`src/sv/bcm_pkg.sv`:
```
// Shared types and constants of the backlight curve mapper.
// No dependencies; compile first.
package bcm_pkg;

	// Field widths and defaults
	localparam int LEVEL_BITS_DEF = 12;
	localparam int DRIVE_BITS     = 12;
	localparam int CFG_ADDR_BITS  = 3;
	localparam int CFG_DATA_BITS  = 12;

	// Configuration register indexes
	localparam logic [CFG_ADDR_BITS-1:0] REG_CURVE_SELECT   = 3'd0;
	localparam logic [CFG_ADDR_BITS-1:0] REG_HEADSET_MODE   = 3'd1;
	localparam logic [CFG_ADDR_BITS-1:0] REG_DRIVE_MIN      = 3'd2;
	localparam logic [CFG_ADDR_BITS-1:0] REG_DRIVE_MAX      = 3'd3;
	localparam logic [CFG_ADDR_BITS-1:0] REG_BRIGHTNESS_TOP = 3'd4;

	// Curve codes
	localparam logic [1:0] CURVE_LINEAR = 2'd0;
	localparam logic [1:0] CURVE_OLED4K = 2'd1;
	localparam logic [1:0] CURVE_FHD1   = 2'd2;
	localparam logic [1:0] CURVE_HBM    = 2'd3;

	// Headset mode codes
	localparam logic [1:0] MODE_OFF    = 2'd0;
	localparam logic [1:0] MODE_ONE    = 2'd1;
	localparam logic [1:0] MODE_TWO    = 2'd2;
	localparam logic [1:0] MODE_LINEAR = 2'd3;

	// Reset values of the drive registers
	localparam logic [DRIVE_BITS-1:0] DRIVE_MAX_RST = 12'd4095;
	localparam logic [DRIVE_BITS-1:0] TOP_RST       = 12'd4095;

	typedef struct packed {
		logic [1:0]            curve_select;
		logic [1:0]            headset_mode;
		logic [DRIVE_BITS-1:0] drive_min;
		logic [DRIVE_BITS-1:0] drive_max;
		logic [DRIVE_BITS-1:0] brightness_top;
	} cfg_t;

	typedef enum logic [2:0] {
		S_IDLE,
		S_SETUP,
		S_MUL,
		S_DIV,
		S_FIN
	} state_t;

	// Controller to datapath
	typedef struct packed {
		logic load_x;
		logic setup;
		logic mul;
		logic fin;
	} cmd_t;

	// Datapath to controller
	typedef struct packed {
		logic fixed_path;
		logic div_busy;
		logic out_free;
	} sts_t;

endpackage

```
`src/sv/bcm_req_if.sv`:
```
// Request channel of the backlight curve mapper: one brightness level.
// Depends on nothing.
interface bcm_req_if #(parameter int LEVEL_BITS = 12);
	logic                  valid;
	logic                  ready;
	logic [LEVEL_BITS-1:0] level;

	modport source (output valid, output level, input ready);
	modport sink   (input valid, input level, output ready);
endinterface

```
`src/sv/bcm_rsp_if.sv`:
```
// Result channel of the backlight curve mapper.
// Depends on nothing.
interface bcm_rsp_if;
	logic        valid;
	logic        ready;
	logic [11:0] drive_level;
	logic        hbm_change;
	logic        hbm_on;
	logic        divide_error;

	modport source (output valid, output drive_level, output hbm_change,
		output hbm_on, output divide_error, input ready);
	modport sink   (input valid, input drive_level, input hbm_change,
		input hbm_on, input divide_error, output ready);
endinterface

```
`src/sv/bcm_cfg_if.sv`:
```
// Configuration write channel of the backlight curve mapper.
// Depends on nothing.
interface bcm_cfg_if;
	logic        valid;
	logic        ready;
	logic [2:0]  addr;
	logic [11:0] data;

	modport source (output valid, output addr, output data, input ready);
	modport sink   (input valid, input addr, input data, output ready);
endinterface

```
`src/sv/bcm_div.sv`:
```
// Restoring divider, two quotient bits per cycle, unsigned magnitudes.
// Used by bcm_dp; no package dependencies.
module bcm_div #(
	parameter int NUM_BITS = 24
) (
	input  logic                clk,
	input  logic                arst_n,
	input  logic                start,
	input  logic [NUM_BITS-1:0] num,
	input  logic [11:0]         den,
	output logic                busy,
	output logic [NUM_BITS-1:0] quo
);
	localparam int NWP   = ((NUM_BITS + 1) / 2) * 2;
	localparam int STEPS = NWP / 2;
	localparam int CW    = $clog2(STEPS);

	logic [NWP-1:0] acc_q;
	logic [11:0]    rem_q;
	logic [11:0]    den_q;
	logic [CW-1:0]  cnt_q;
	logic           busy_q;

	logic [12:0] r1, r2;
	logic [13:0] t1, t2;
	logic        q1, q2;
	logic [11:0] rem1, rem2;

	// Two dependent restoring steps
	always_comb begin
		r1   = {rem_q, acc_q[NWP-1]};
		t1   = {1'b0, r1} - {2'b00, den_q};
		q1   = ~t1[13];
		rem1 = q1 ? t1[11:0] : r1[11:0];
		r2   = {rem1, acc_q[NWP-2]};
		t2   = {1'b0, r2} - {2'b00, den_q};
		q2   = ~t2[13];
		rem2 = q2 ? t2[11:0] : r2[11:0];
	end

	// Load, then shift dividend bits out and quotient bits in
	always_ff @(posedge clk or negedge arst_n) begin
		if (!arst_n) begin
			busy_q <= 1'b0;
			cnt_q  <= '0;
		end else if (start) begin
			busy_q <= 1'b1;
			cnt_q  <= '0;
		end else if (busy_q) begin
			cnt_q <= cnt_q + 1'b1;
			if (cnt_q == CW'(STEPS - 1)) begin
				busy_q <= 1'b0;
			end
		end
	end

	always_ff @(posedge clk) begin
		if (start) begin
			acc_q <= NWP'(num);
			rem_q <= '0;
			den_q <= den;
		end else if (busy_q) begin
			acc_q <= {acc_q[NWP-3:0], q1, q2};
			rem_q <= rem2;
		end
	end

	assign busy = busy_q;
	assign quo  = acc_q[NUM_BITS-1:0];

	// Counter stays inside the step range and the last step ends the run
	a_cnt_range: assert property (@(posedge clk) disable iff (!arst_n)
		busy_q |-> (cnt_q <= CW'(STEPS - 1)))
		else $error("divider step counter out of range");
	a_last_step: assert property (@(posedge clk) disable iff (!arst_n)
		(busy_q && !start && cnt_q == CW'(STEPS - 1)) |=> !busy_q)
		else $error("divider still busy after last step");
endmodule

```
`src/sv/bcm_dp.sv`:
```
// Datapath: segment selection, multiplier, shared divider, saturation,
// high-brightness tracking and result register. Uses bcm_pkg and bcm_div.
module bcm_dp #(
	parameter int LEVEL_BITS = bcm_pkg::LEVEL_BITS_DEF
) (
	input  logic                  clk,
	input  logic                  arst_n,
	input  bcm_pkg::cfg_t         cfg,
	input  logic [LEVEL_BITS-1:0] level,
	input  bcm_pkg::cmd_t         cmd,
	output bcm_pkg::sts_t         sts,
	bcm_rsp_if.source             rsp
);
	import bcm_pkg::*;

	localparam int NW = LEVEL_BITS + 12;

	typedef struct packed {
		logic        fixed;
		logic [11:0] fval;
		logic [11:0] x0;
		logic [11:0] y0;
		logic [11:0] x1;
		logic [11:0] y1;
	} seg_t;

	function automatic seg_t seg_f(input logic [11:0] x0, input logic [11:0] y0,
		input logic [11:0] x1, input logic [11:0] y1);
		seg_t s;
		s.fixed = 1'b0;
		s.fval  = '0;
		s.x0    = x0;
		s.y0    = y0;
		s.x1    = x1;
		s.y1    = y1;
		return s;
	endfunction

	function automatic seg_t fix_f(input logic [11:0] v);
		seg_t s;
		s       = '0;
		s.fixed = 1'b1;
		s.fval  = v;
		return s;
	endfunction

	logic [LEVEL_BITS-1:0] x_q;
	seg_t                  sel;
	logic [12:0]           dy, dd;
	logic [LEVEL_BITS-1:0] dx_q;
	logic [11:0]           dymag_q, dmag_q, y0_q, fval_q;
	logic                  neg_q, fixed_q, err_q;
	logic [NW-1:0]         prod, quo;
	logic                  div_busy;
	logic [11:0]           mx, top;

	logic                  q_hi;
	logic [12:0]           sum, diff;
	logic [11:0]           calc, drive_nxt;
	logic                  need, change_nxt, hbm_nxt;

	logic                  hbm_q, out_valid_q;
	logic [11:0]           drive_q;
	logic                  change_q, err_out_q;

	function automatic logic le(input logic [LEVEL_BITS-1:0] v, input logic [11:0] k);
		return v <= LEVEL_BITS'(k);
	endfunction

	assign mx  = cfg.drive_max;
	assign top = cfg.brightness_top;

	// Hold the accepted level
	always_ff @(posedge clk) begin
		if (cmd.load_x) begin
			x_q <= level;
		end
	end

	// Pick the segment for this level
	always_comb begin
		sel = seg_f(12'd0, cfg.drive_min, top, mx);
		case (cfg.curve_select)
			CURVE_OLED4K: begin
				case (cfg.headset_mode)
					MODE_ONE: begin
						if (le(x_q, 12'd9))         sel = fix_f(12'd4);
						else if (le(x_q, 12'd287))  sel = seg_f(12'd9, 12'd4, 12'd287, 12'd326);
						else if (le(x_q, 12'd1024)) sel = seg_f(12'd287, 12'd613, 12'd1024, 12'd2047);
						else if (le(x_q, 12'd2662)) sel = seg_f(12'd1024, 12'd2048, 12'd2662, mx);
						else                        sel = fix_f(mx);
					end
					MODE_TWO: begin
						if (le(x_q, 12'd9))         sel = fix_f(12'd4);
						else if (le(x_q, 12'd226))  sel = seg_f(12'd9, 12'd4, 12'd226, 12'd279);
						else if (le(x_q, 12'd820))  sel = seg_f(12'd226, 12'd623, 12'd820, 12'd2047);
						else if (le(x_q, 12'd2253)) sel = seg_f(12'd820, 12'd2048, 12'd2253, mx);
						else                        sel = fix_f(mx);
					end
					MODE_OFF: begin
						if (le(x_q, 12'd9))         sel = fix_f(12'd4);
						else if (le(x_q, 12'd1720)) sel = seg_f(12'd9, 12'd4, 12'd1720, 12'd2047);
						else                        sel = seg_f(12'd1720, 12'd2048, top, mx);
					end
					default: ;
				endcase
			end
			CURVE_FHD1: begin
				case (cfg.headset_mode)
					MODE_ONE: begin
						if (le(x_q, 12'd9))         sel = fix_f(12'd4);
						else if (le(x_q, 12'd287))  sel = seg_f(12'd9, 12'd4, 12'd287, 12'd351);
						else if (le(x_q, 12'd1024)) sel = seg_f(12'd287, 12'd591, 12'd1024, 12'd2047);
						else if (le(x_q, 12'd2662)) sel = seg_f(12'd1024, 12'd2048, 12'd2662, mx);
						else                        sel = fix_f(mx);
					end
					MODE_TWO: begin
						if (le(x_q, 12'd217))       sel = seg_f(12'd0, 12'd4, 12'd217, 12'd279);
						else if (le(x_q, 12'd811))  sel = seg_f(12'd217, 12'd623, 12'd811, 12'd2047);
						else if (le(x_q, 12'd2248)) sel = seg_f(12'd811, 12'd2048, 12'd2248, mx);
						else                        sel = fix_f(mx);
					end
					MODE_OFF: begin
						if (le(x_q, 12'd9))         sel = fix_f(12'd4);
						else if (le(x_q, 12'd1638)) sel = seg_f(12'd9, 12'd4, 12'd1638, 12'd2047);
						else if (le(x_q, 12'd2662)) sel = seg_f(12'd1638, 12'd2048, 12'd2662, 12'd3072);
						else                        sel = seg_f(12'd2662, 12'd3073, top, mx);
					end
					default: ;
				endcase
			end
			default: ;
		endcase
	end

	// Signed differences of the segment
	assign dy = {1'b0, sel.y1} - {1'b0, sel.y0};
	assign dd = {1'b0, sel.x1} - {1'b0, sel.x0};

	// Register segment operands as sign and magnitude
	always_ff @(posedge clk) begin
		if (cmd.setup) begin
			dx_q    <= x_q - LEVEL_BITS'(sel.x0);
			dymag_q <= dy[12] ? 12'(-dy) : dy[11:0];
			dmag_q  <= dd[12] ? 12'(-dd) : dd[11:0];
			neg_q   <= dy[12] ^ dd[12];
			y0_q    <= sel.y0;
			fixed_q <= sel.fixed | (dd == '0);
			err_q   <= ~sel.fixed & (dd == '0);
			fval_q  <= sel.fixed ? sel.fval : mx;
		end
	end

	// Product feeds the divider, which registers it
	assign prod = dx_q * dymag_q;

	bcm_div #(.NUM_BITS(NW)) u_div (
		.clk   (clk),
		.arst_n(arst_n),
		.start (cmd.mul & ~fixed_q),
		.num   (prod),
		.den   (dmag_q),
		.busy  (div_busy),
		.quo   (quo)
	);

	// Add or subtract the quotient and saturate to 0..4095
	always_comb begin
		q_hi = |quo[NW-1:12];
		sum  = {1'b0, y0_q} + {1'b0, quo[11:0]};
		diff = {1'b0, y0_q} - {1'b0, quo[11:0]};
		if (neg_q) begin
			calc = (q_hi || diff[12]) ? 12'd0 : diff[11:0];
		end else begin
			calc = (q_hi || sum[12]) ? 12'd4095 : sum[11:0];
		end
		drive_nxt = fixed_q ? fval_q : calc;
		need      = drive_nxt[11];
		if (cfg.curve_select == CURVE_HBM) begin
			change_nxt = need ^ hbm_q;
			hbm_nxt    = need;
		end else begin
			change_nxt = 1'b0;
			hbm_nxt    = hbm_q;
		end
	end

	// Result register and mode state
	always_ff @(posedge clk or negedge arst_n) begin
		if (!arst_n) begin
			out_valid_q <= 1'b0;
			hbm_q       <= 1'b0;
		end else if (cmd.fin) begin
			out_valid_q <= 1'b1;
			hbm_q       <= hbm_nxt;
		end else if (rsp.ready) begin
			out_valid_q <= 1'b0;
		end
	end

	always_ff @(posedge clk) begin
		if (cmd.fin) begin
			drive_q   <= drive_nxt;
			change_q  <= change_nxt;
			err_out_q <= err_q;
		end
	end

	assign rsp.valid        = out_valid_q;
	assign rsp.drive_level  = drive_q;
	assign rsp.hbm_change   = change_q;
	assign rsp.hbm_on       = hbm_q;
	assign rsp.divide_error = err_out_q;

	assign sts.fixed_path = fixed_q;
	assign sts.div_busy   = div_busy;
	assign sts.out_free   = ~out_valid_q | rsp.ready;

	// A mode switch always lands on the side the result asks for
	a_hbm_follow: assert property (@(posedge clk) disable iff (!arst_n)
		(rsp.valid && rsp.hbm_change) |-> (rsp.hbm_on == rsp.drive_level[11]))
		else $error("high-brightness state disagrees with result");
endmodule

```
`src/sv/bcm_ctrl.sv`:
```
// Controller state machine: sequences setup, multiply, divide and result load.
// Uses bcm_pkg.
module bcm_ctrl (
	input  logic          clk,
	input  logic          arst_n,
	input  logic          req_valid,
	output logic          req_ready,
	input  bcm_pkg::sts_t sts,
	output bcm_pkg::cmd_t cmd
);
	import bcm_pkg::*;

	state_t state_q, state_nxt;

	// Next state
	always_comb begin
		state_nxt = state_q;
		case (state_q)
			S_IDLE:  if (req_valid) state_nxt = S_SETUP;
			S_SETUP: state_nxt = S_MUL;
			S_MUL:   state_nxt = sts.fixed_path ? S_FIN : S_DIV;
			S_DIV:   if (!sts.div_busy) state_nxt = S_FIN;
			S_FIN:   if (sts.out_free) state_nxt = S_IDLE;
			default: state_nxt = S_IDLE;
		endcase
	end

	// Outputs
	always_comb begin
		cmd       = '0;
		req_ready = 1'b0;
		case (state_q)
			S_IDLE: begin
				req_ready  = 1'b1;
				cmd.load_x = req_valid;
			end
			S_SETUP: cmd.setup = 1'b1;
			S_MUL:   cmd.mul   = 1'b1;
			S_FIN:   cmd.fin   = sts.out_free;
			default: ;
		endcase
	end

	always_ff @(posedge clk or negedge arst_n) begin
		if (!arst_n) begin
			state_q <= S_IDLE;
		end else begin
			state_q <= state_nxt;
		end
	end

	// Never overwrite a result that is still waiting
	a_no_overwrite: assert property (@(posedge clk) disable iff (!arst_n)
		cmd.fin |-> sts.out_free)
		else $error("result loaded over a pending one");
	// A divide run starting leaves the divider busy in the next cycle
	a_div_runs: assert property (@(posedge clk) disable iff (!arst_n)
		(cmd.mul && !sts.fixed_path) |=> (sts.div_busy && state_q == S_DIV))
		else $error("divider did not start");
endmodule

```
`src/sv/backlight_curve_mapper_core.sv`:
```
// Top level of the backlight curve mapper: configuration registers,
// controller and datapath. Uses bcm_pkg, the bcm_*_if interfaces, bcm_ctrl, bcm_dp.
//
//  channel | direction | payload                                     | handshake
//  req     | in        | level                                       | valid/ready
//  rsp     | out       | drive_level, hbm_change, hbm_on, divide_error | valid/ready
//  cfg     | in        | addr (register index), data                 | valid/ready
//
// An item on a sloped segment passes through setup, multiply, the two-bit-per-cycle
// divider and the result load; a flat segment or zero divisor skips the divider. The
// next request is taken in the cycle after the result is loaded, even while that
// result is not yet taken.
// arst_n clears the controller, the result valid and the high-brightness state
// and sets the registers to their defaults. cfg is always ready.
module backlight_curve_mapper_core #(
	parameter int LEVEL_BITS = bcm_pkg::LEVEL_BITS_DEF
) (
	input  logic       clk,
	input  logic       arst_n,
	bcm_req_if.sink    req,
	bcm_rsp_if.source  rsp,
	bcm_cfg_if.sink    cfg
);
	import bcm_pkg::*;

	cfg_t cfg_q;
	cmd_t cmd;
	sts_t sts;

	// Register writes; unknown indexes are dropped
	assign cfg.ready = 1'b1;

	always_ff @(posedge clk or negedge arst_n) begin
		if (!arst_n) begin
			cfg_q.curve_select   <= CURVE_LINEAR;
			cfg_q.headset_mode   <= MODE_OFF;
			cfg_q.drive_min      <= '0;
			cfg_q.drive_max      <= DRIVE_MAX_RST;
			cfg_q.brightness_top <= TOP_RST;
		end else if (cfg.valid) begin
			case (cfg.addr)
				REG_CURVE_SELECT:   cfg_q.curve_select   <= cfg.data[1:0];
				REG_HEADSET_MODE:   cfg_q.headset_mode   <= cfg.data[1:0];
				REG_DRIVE_MIN:      cfg_q.drive_min      <= cfg.data;
				REG_DRIVE_MAX:      cfg_q.drive_max      <= cfg.data;
				REG_BRIGHTNESS_TOP: cfg_q.brightness_top <= cfg.data;
				default: ;
			endcase
		end
	end

	bcm_ctrl u_ctrl (
		.clk      (clk),
		.arst_n   (arst_n),
		.req_valid(req.valid),
		.req_ready(req.ready),
		.sts      (sts),
		.cmd      (cmd)
	);

	bcm_dp #(.LEVEL_BITS(LEVEL_BITS)) u_dp (
		.clk   (clk),
		.arst_n(arst_n),
		.cfg   (cfg_q),
		.level (req.level),
		.cmd   (cmd),
		.sts   (sts),
		.rsp   (rsp)
	);
endmodule

```
`src/flat_wrapper.sv`:
```
// flat-port wrapper written by rule: the top's interface ports become plain ports
module backlight_curve_mapper_core_flat import bcm_pkg::*;
#(
	parameter int LEVEL_BITS = bcm_pkg::LEVEL_BITS_DEF
)
  (clk, arst_n, req_valid, req_level, req_ready, rsp_valid, rsp_drive_level, rsp_hbm_change, rsp_hbm_on, rsp_divide_error, rsp_ready, cfg_valid, cfg_addr, cfg_data, cfg_ready);
  bcm_req_if #(.LEVEL_BITS(LEVEL_BITS)) req_i ();
  bcm_rsp_if rsp_i ();
  bcm_cfg_if cfg_i ();
  input  logic clk;
  input  logic arst_n;
  input wire logic [$bits(req_i.valid)-1:0] req_valid;
  input wire logic [$bits(req_i.level)-1:0] req_level;
  output wire logic [$bits(req_i.ready)-1:0] req_ready;
  output wire logic [$bits(rsp_i.valid)-1:0] rsp_valid;
  output wire logic [$bits(rsp_i.drive_level)-1:0] rsp_drive_level;
  output wire logic [$bits(rsp_i.hbm_change)-1:0] rsp_hbm_change;
  output wire logic [$bits(rsp_i.hbm_on)-1:0] rsp_hbm_on;
  output wire logic [$bits(rsp_i.divide_error)-1:0] rsp_divide_error;
  input wire logic [$bits(rsp_i.ready)-1:0] rsp_ready;
  input wire logic [$bits(cfg_i.valid)-1:0] cfg_valid;
  input wire logic [$bits(cfg_i.addr)-1:0] cfg_addr;
  input wire logic [$bits(cfg_i.data)-1:0] cfg_data;
  output wire logic [$bits(cfg_i.ready)-1:0] cfg_ready;
  assign req_i.valid = req_valid;
  assign req_i.level = req_level;
  assign req_ready = req_i.ready;
  assign rsp_valid = rsp_i.valid;
  assign rsp_drive_level = rsp_i.drive_level;
  assign rsp_hbm_change = rsp_i.hbm_change;
  assign rsp_hbm_on = rsp_i.hbm_on;
  assign rsp_divide_error = rsp_i.divide_error;
  assign rsp_i.ready = rsp_ready;
  assign cfg_i.valid = cfg_valid;
  assign cfg_i.addr = cfg_addr;
  assign cfg_i.data = cfg_data;
  assign cfg_ready = cfg_i.ready;
  backlight_curve_mapper_core #(.LEVEL_BITS(LEVEL_BITS)) u_core (.clk(clk), .arst_n(arst_n), .req(req_i), .rsp(rsp_i), .cfg(cfg_i));
endmodule
```
`config.mk`:
```
export PLATFORM = sky130hd
export DESIGN_NAME = backlight_curve_mapper_core_flat
export DESIGN_NICKNAME = d
export VERILOG_FILES = /design/src/sv/bcm_pkg.sv /design/src/sv/bcm_req_if.sv /design/src/sv/bcm_rsp_if.sv /design/src/sv/bcm_cfg_if.sv /design/src/sv/bcm_div.sv /design/src/sv/bcm_dp.sv /design/src/sv/bcm_ctrl.sv /design/src/sv/backlight_curve_mapper_core.sv /design/src/flat_wrapper.sv
export SDC_FILE = /design/constraint.sdc
export NUM_CORES = 1
export LEC_CHECK = 0
export BUFFER_PORTS_ARGS = -buffer_cell sky130_fd_sc_hd__buf_2
export CAP_MARGIN = 20
export CORE_MARGIN = 8
export CORE_UTILIZATION = 55
export CTS_CLUSTER_DIAMETER = 120
export DETAILED_ROUTE_END_ITERATION = 8
export HOLD_SLACK_MARGIN = 0.06
export PLACE_DENSITY = 0.83
export SLEW_MARGIN = 40
export SYNTH_ARGS = -nofsm -noshare
export SYNTH_HDL_FRONTEND = slang
export SYNTH_SLANG_ARGS = --single-unit
export TNS_END_PERCENT = 30
```
`constraint.sdc`:
```
create_clock -name clk -period 5.2 [get_ports clk]
set_input_delay 1.04 -clock clk [delete_from_list [all_inputs] [get_ports clk]]
set_output_delay 1.04 -clock clk [all_outputs]
set_load 0.02 [all_outputs]
```
==> reports/summary.txt <==
status - finished clean
cell depth of the worst setup path - 19
Main synth FF type - edfxtp_1
setup repair after global routing missed its margin - true
crit path from - u_core.u_dp.dymag_q[5]$_DFFE_PP_
number of synthesized flops with an enable pin - 125
ant diodes - 0
core footprint - 31470 µm²
crit share post-route - 99.90%
DR vias/cell - 5.935
Synth Instances - 1916
Clk Latency, worst-skew pair - 0.46 ns
clock buffer depth - 2
Global Route met1 Usage - 29.60%
num rows - 65
most used cell, CP - fa_1
Worst-path clk slew - 0.08 ns
DPL Wire Length - 36980 µm
FF-to-FF setup slack - 0.005 ns
Vias - 14.80k
Max-slew headroom - 42.42%
syn nets - 2206
setup TNS - 0 ns
worst setup path end - u_core.u_dp.u_div.quo[23]$_DFFE_PP_
final net count - 2368
Yosys top cell by area - edfxtp_1
register bit total from synthesis - 187
post-synthesis sequential area ratio - 30.10%
Hold WC Path Type - reg2reg
Max Freq - 192.5 MHz
CP arrival - 5.40 ns
initial DRC count - 1462
I/O Buffers - 48
worst path buffer plus inverter count - 3
post-route ant nets - 0
r2r endpoint - u_core.u_dp.u_div.quo[23]$_DFFE_PP_
Reg2Reg Depth - 19
skew final - 0.01722 ns
number of CTS-inserted buffers - 17
CP startpoint kind - flop
WHS - 0.4238 ns
Synth top area share - 21.42%
Setup CP Type - reg2reg
CP Cell Sequence - buf_6, buf_4, nand2_1, fa_1, inv_1, fa_1, fa_2, fa_1, fa_2, ha_1, a21o_1, a21o_1, a21oi_2, nand2_2, a31oi_4, o211ai_1, a21oi_1, xnor2_1, o21ai_1
initial antenna violation count - 0
max cap viols - 0
mean post-synth cell area - 9.148 µm²
Post-CTS Hold Buffers - 0
Worst EP required - 5.40 ns
Setup crit end kind - flop
DRT Wirelength - 47720 µm
final core utilization - 64.21%
Routability Congestion - 0.9775
ys async rst share - 26.74%
Routed wire per std cell - 19.14 µm
layout cells sized above 1 - 19.51%
total gr overflow - 0
total track usage - 24.27%
Initial Util - 55.69%
clock sinks - 187
WHS Path Cells - 0
largest net degree at the start of global routing - 58
Layout area overhead - 15.30%
Die Y - 194.5 µm
Final setup viols - 0
Crit-path slowest cell - fa_1
Synth Cell Area - 17530 µm²
met2 global-route usage - 41.66%
DRT Pass-1 Iters - 5
Layout Cells excl Fill - 2493
synth top area cells - edfxtp_1 21%, fa_1 12%, ha_1 11%
Most Crowded Layer GR - met2
H-tree levels - 4
die width - 194.5 µm
critical path's top delay family - adder cells
Synth cell types - 97
io pins - 50
vias in the first global route - 14.77k
root buffer cell - clkbuf_16
Final Hold Viols - 0
M3 GR Usage - 4.526%
worst-margin pin slew - 0.8546 ns
TritonCTS clock tree - yes
slowest stage delay, CP - 0.56 ns
final slew viol count - 0
Final Critical Period - 5.195 ns
total placed cells including tap cells - 2435
filler instances - 2350
Max FO, Critical Path - 5
wire length of the first global-routing pass - 74530 µm
warnings from Yosys - 0
Critical R2R Launch - u_core.u_dp.dymag_q[5]$_DFFE_PP_
DR DRC count - 0
Die ar. - 37840 µm²
[registers in the layout, indices dropped and copies added, names as in the netlist]
name / count
u_core.u_dp.err_q: 1
u_core.u_dp.u_div.quo: 24
u_core.u_dp.dymag_q: 12
u_core.u_dp.neg_q: 1
u_core.u_dp.u_div.rem_q: 12
u_core.u_dp.u_div.busy: 1
u_core.u_dp.fval_q: 12
u_core.u_dp.rsp.valid: 1
u_core.u_dp.rsp.divide_error: 1
u_core.u_dp.u_div.cnt_q: 4
u_core.u_dp.y0_q: 12
u_core.u_dp.fixed_q: 1
u_core.u_dp.dx_q: 12
u_core.u_dp.rsp.hbm_on: 1
u_core.u_dp.x_q: 12
u_core.u_dp.rsp.hbm_change: 1
u_core.u_ctrl.state_q: 3
u_core.u_dp.u_div.den_q: 12
u_core.cfg_q: 40
u_core.u_dp.dmag_q: 12
u_core.u_dp.rsp.drive_level: 12
[worst min path at each step]
stage                                    startpoint                                      to  slack [ns]
finish                  u_core.u_dp.err_q$_DFFE_PP_  u_core.u_dp.rsp.divide_error$_DFFE_PP_        0.42
global route            u_core.u_dp.err_q$_DFFE_PP_  u_core.u_dp.rsp.divide_error$_DFFE_PP_        0.43
CTS                     u_core.u_dp.err_q$_DFFE_PP_  u_core.u_dp.rsp.divide_error$_DFFE_PP_        0.42
detailed placement  u_core.u_dp.dmag_q[3]$_DFFE_PP_    u_core.u_dp.u_div.den_q[3]$_DFFE_PP_        0.40
global placement    u_core.u_dp.dmag_q[7]$_DFFE_PP_    u_core.u_dp.u_div.den_q[7]$_DFFE_PP_        0.40
floorplan               u_core.u_dp.err_q$_DFFE_PP_  u_core.u_dp.rsp.divide_error$_DFFE_PP_        0.40
[area by class of cell]
cell class              count  area [µm²]  area share, %
multi-input cells        1456       11500          56.91
repair buffers            217        1587          7.851
well taps                 402       503.0          2.489
flip-flops and latches    187        5275          26.10
clock buffers              20       467.9          2.316
clock inverters            12       127.6         0.6315
inverters                 199       747.0          3.696
[placed cells by master, fill, tap and decap left out, types with 14 or more instances in the layout]
| cell | synthesis | routed |
|---|---|---|
| clkbuf_16 | 0 | 18 |
| and2_1 | 55 | 50 |
| buf_6 | 2 | 14 |
| a21o_1 | 26 | 26 |
| nand2b_1 | 23 | 23 |
| buf_2 | 11 | 48 |
| nand3_1 | 40 | 40 |
| o31ai_1 | 15 | 15 |
| ha_1 | 151 | 143 |
| mux2_2 | 44 | 44 |
| nand2_1 | 260 | 248 |
| xnor2_1 | 47 | 47 |
| o21ai_0 | 104 | 93 |
| a21oi_1 | 107 | 98 |
| nor3_1 | 30 | 30 |
| dfstp_2 | 24 | 24 |
| o21a_1 | 24 | 24 |
| inv_1 | 197 | 190 |
| fa_1 | 107 | 102 |
| buf_4 | 2 | 153 |
| xor2_1 | 38 | 38 |
| dfrtp_1 | 26 | 26 |
| nor2_1 | 118 | 111 |
| and3_1 | 23 | 23 |
| o21ai_1 | 15 | 21 |
| edfxtp_1 | 125 | 125 |
| nor2b_1 | 31 | 30 |
[logic make-up after synthesis]
kind of cell / Yosys count / share of synthesized area, %
muxes: 58 / 3.634
adders and majority gates: 258 / 23.00
other: 1 / 0.02140
and+or+nand+nor: 640 / 17.55
buffers and inverters: 273 / 6.054
xor gates and xnor gates: 85 / 4.248
AOI/OAI and AO/OA: 414 / 15.39
DFF: 187 / 30.10
[worst reg2reg max path: cells and delay by family (launching register included)]
family	cells	cell delay [ns]
buf+inv	3	0.33
fa+ha+maj	6	2.71
compound gates	7	1.10
simple gates	2	0.19
flops	1	0.48
xor+xnor	1	0.14
[repair_timing]
action / CTS / global route
gates cloned: 0 / 0
buffers inserted: 2 / 25
pin swaps: 2 / 64
gates resized for setup: 6 / 91
endpoints found under the hold margin: 0 / 0
setup endpoints to repair: 7 / 26
[synth_stat cells, types with 4 or more instances]
library cell and n:
nand2_1 260, inv_1 197, ha_1 151, edfxtp_1 125, nor2_1 118, a21oi_1 107
fa_1 107, o21ai_0 104, clkbuf_1 56, and2_1 55, xnor2_1 47, mux2_2 44
nand3_1 40, xor2_1 38, nor2b_1 31, nor3_1 30, a21o_1 26, dfrtp_1 26
dfstp_2 24, o21a_1 24, and3_1 23, nand2b_1 23, o21ai_1 15, o31ai_1 15
a31oi_1 14, mux2i_1 13, o21bai_1 13, dfxtp_1 12, buf_2 11, o211ai_1 10
nor4_1 9, a211oi_1 7, a211o_1 6, a21boi_0 6, or3_1 6, nand4_1 5
nor3b_1 5, o31a_1 5, or2_2 5, a22o_1 4, a31o_2 4, o311ai_0 4
[per-stage QoR]
| step | setup slack [ns] | instance area [µm²] |
|---|---|---|
| 6_report | 0.004958 | 20210 |
| 5_1_grt | -0.1369 | 20210 |
| 4_1_cts | -0.06665 | 19700 |
| 3_5_place_dp | -0.1300 | 19070 |
| 3_3_place_gp | 0.01092 | 19070 |
| 2_1_floorplan | -0.04577 | 17530 |
[routing by layer]
| layer | share of wire, % | up-vias |
|---|---|---|
| met5 | 0 | - |
| met4 | 4.1 | 0 |
| met3 | 6.8 | 150 |
| met2 | 49 | 621 |
| met1 | 40 | 7082 |
| li1 | - | 6942 |
Power is left out: the tool's default activity adds up to more than one toggle a clock period on the data nets, which glitch-free logic cannot reach.
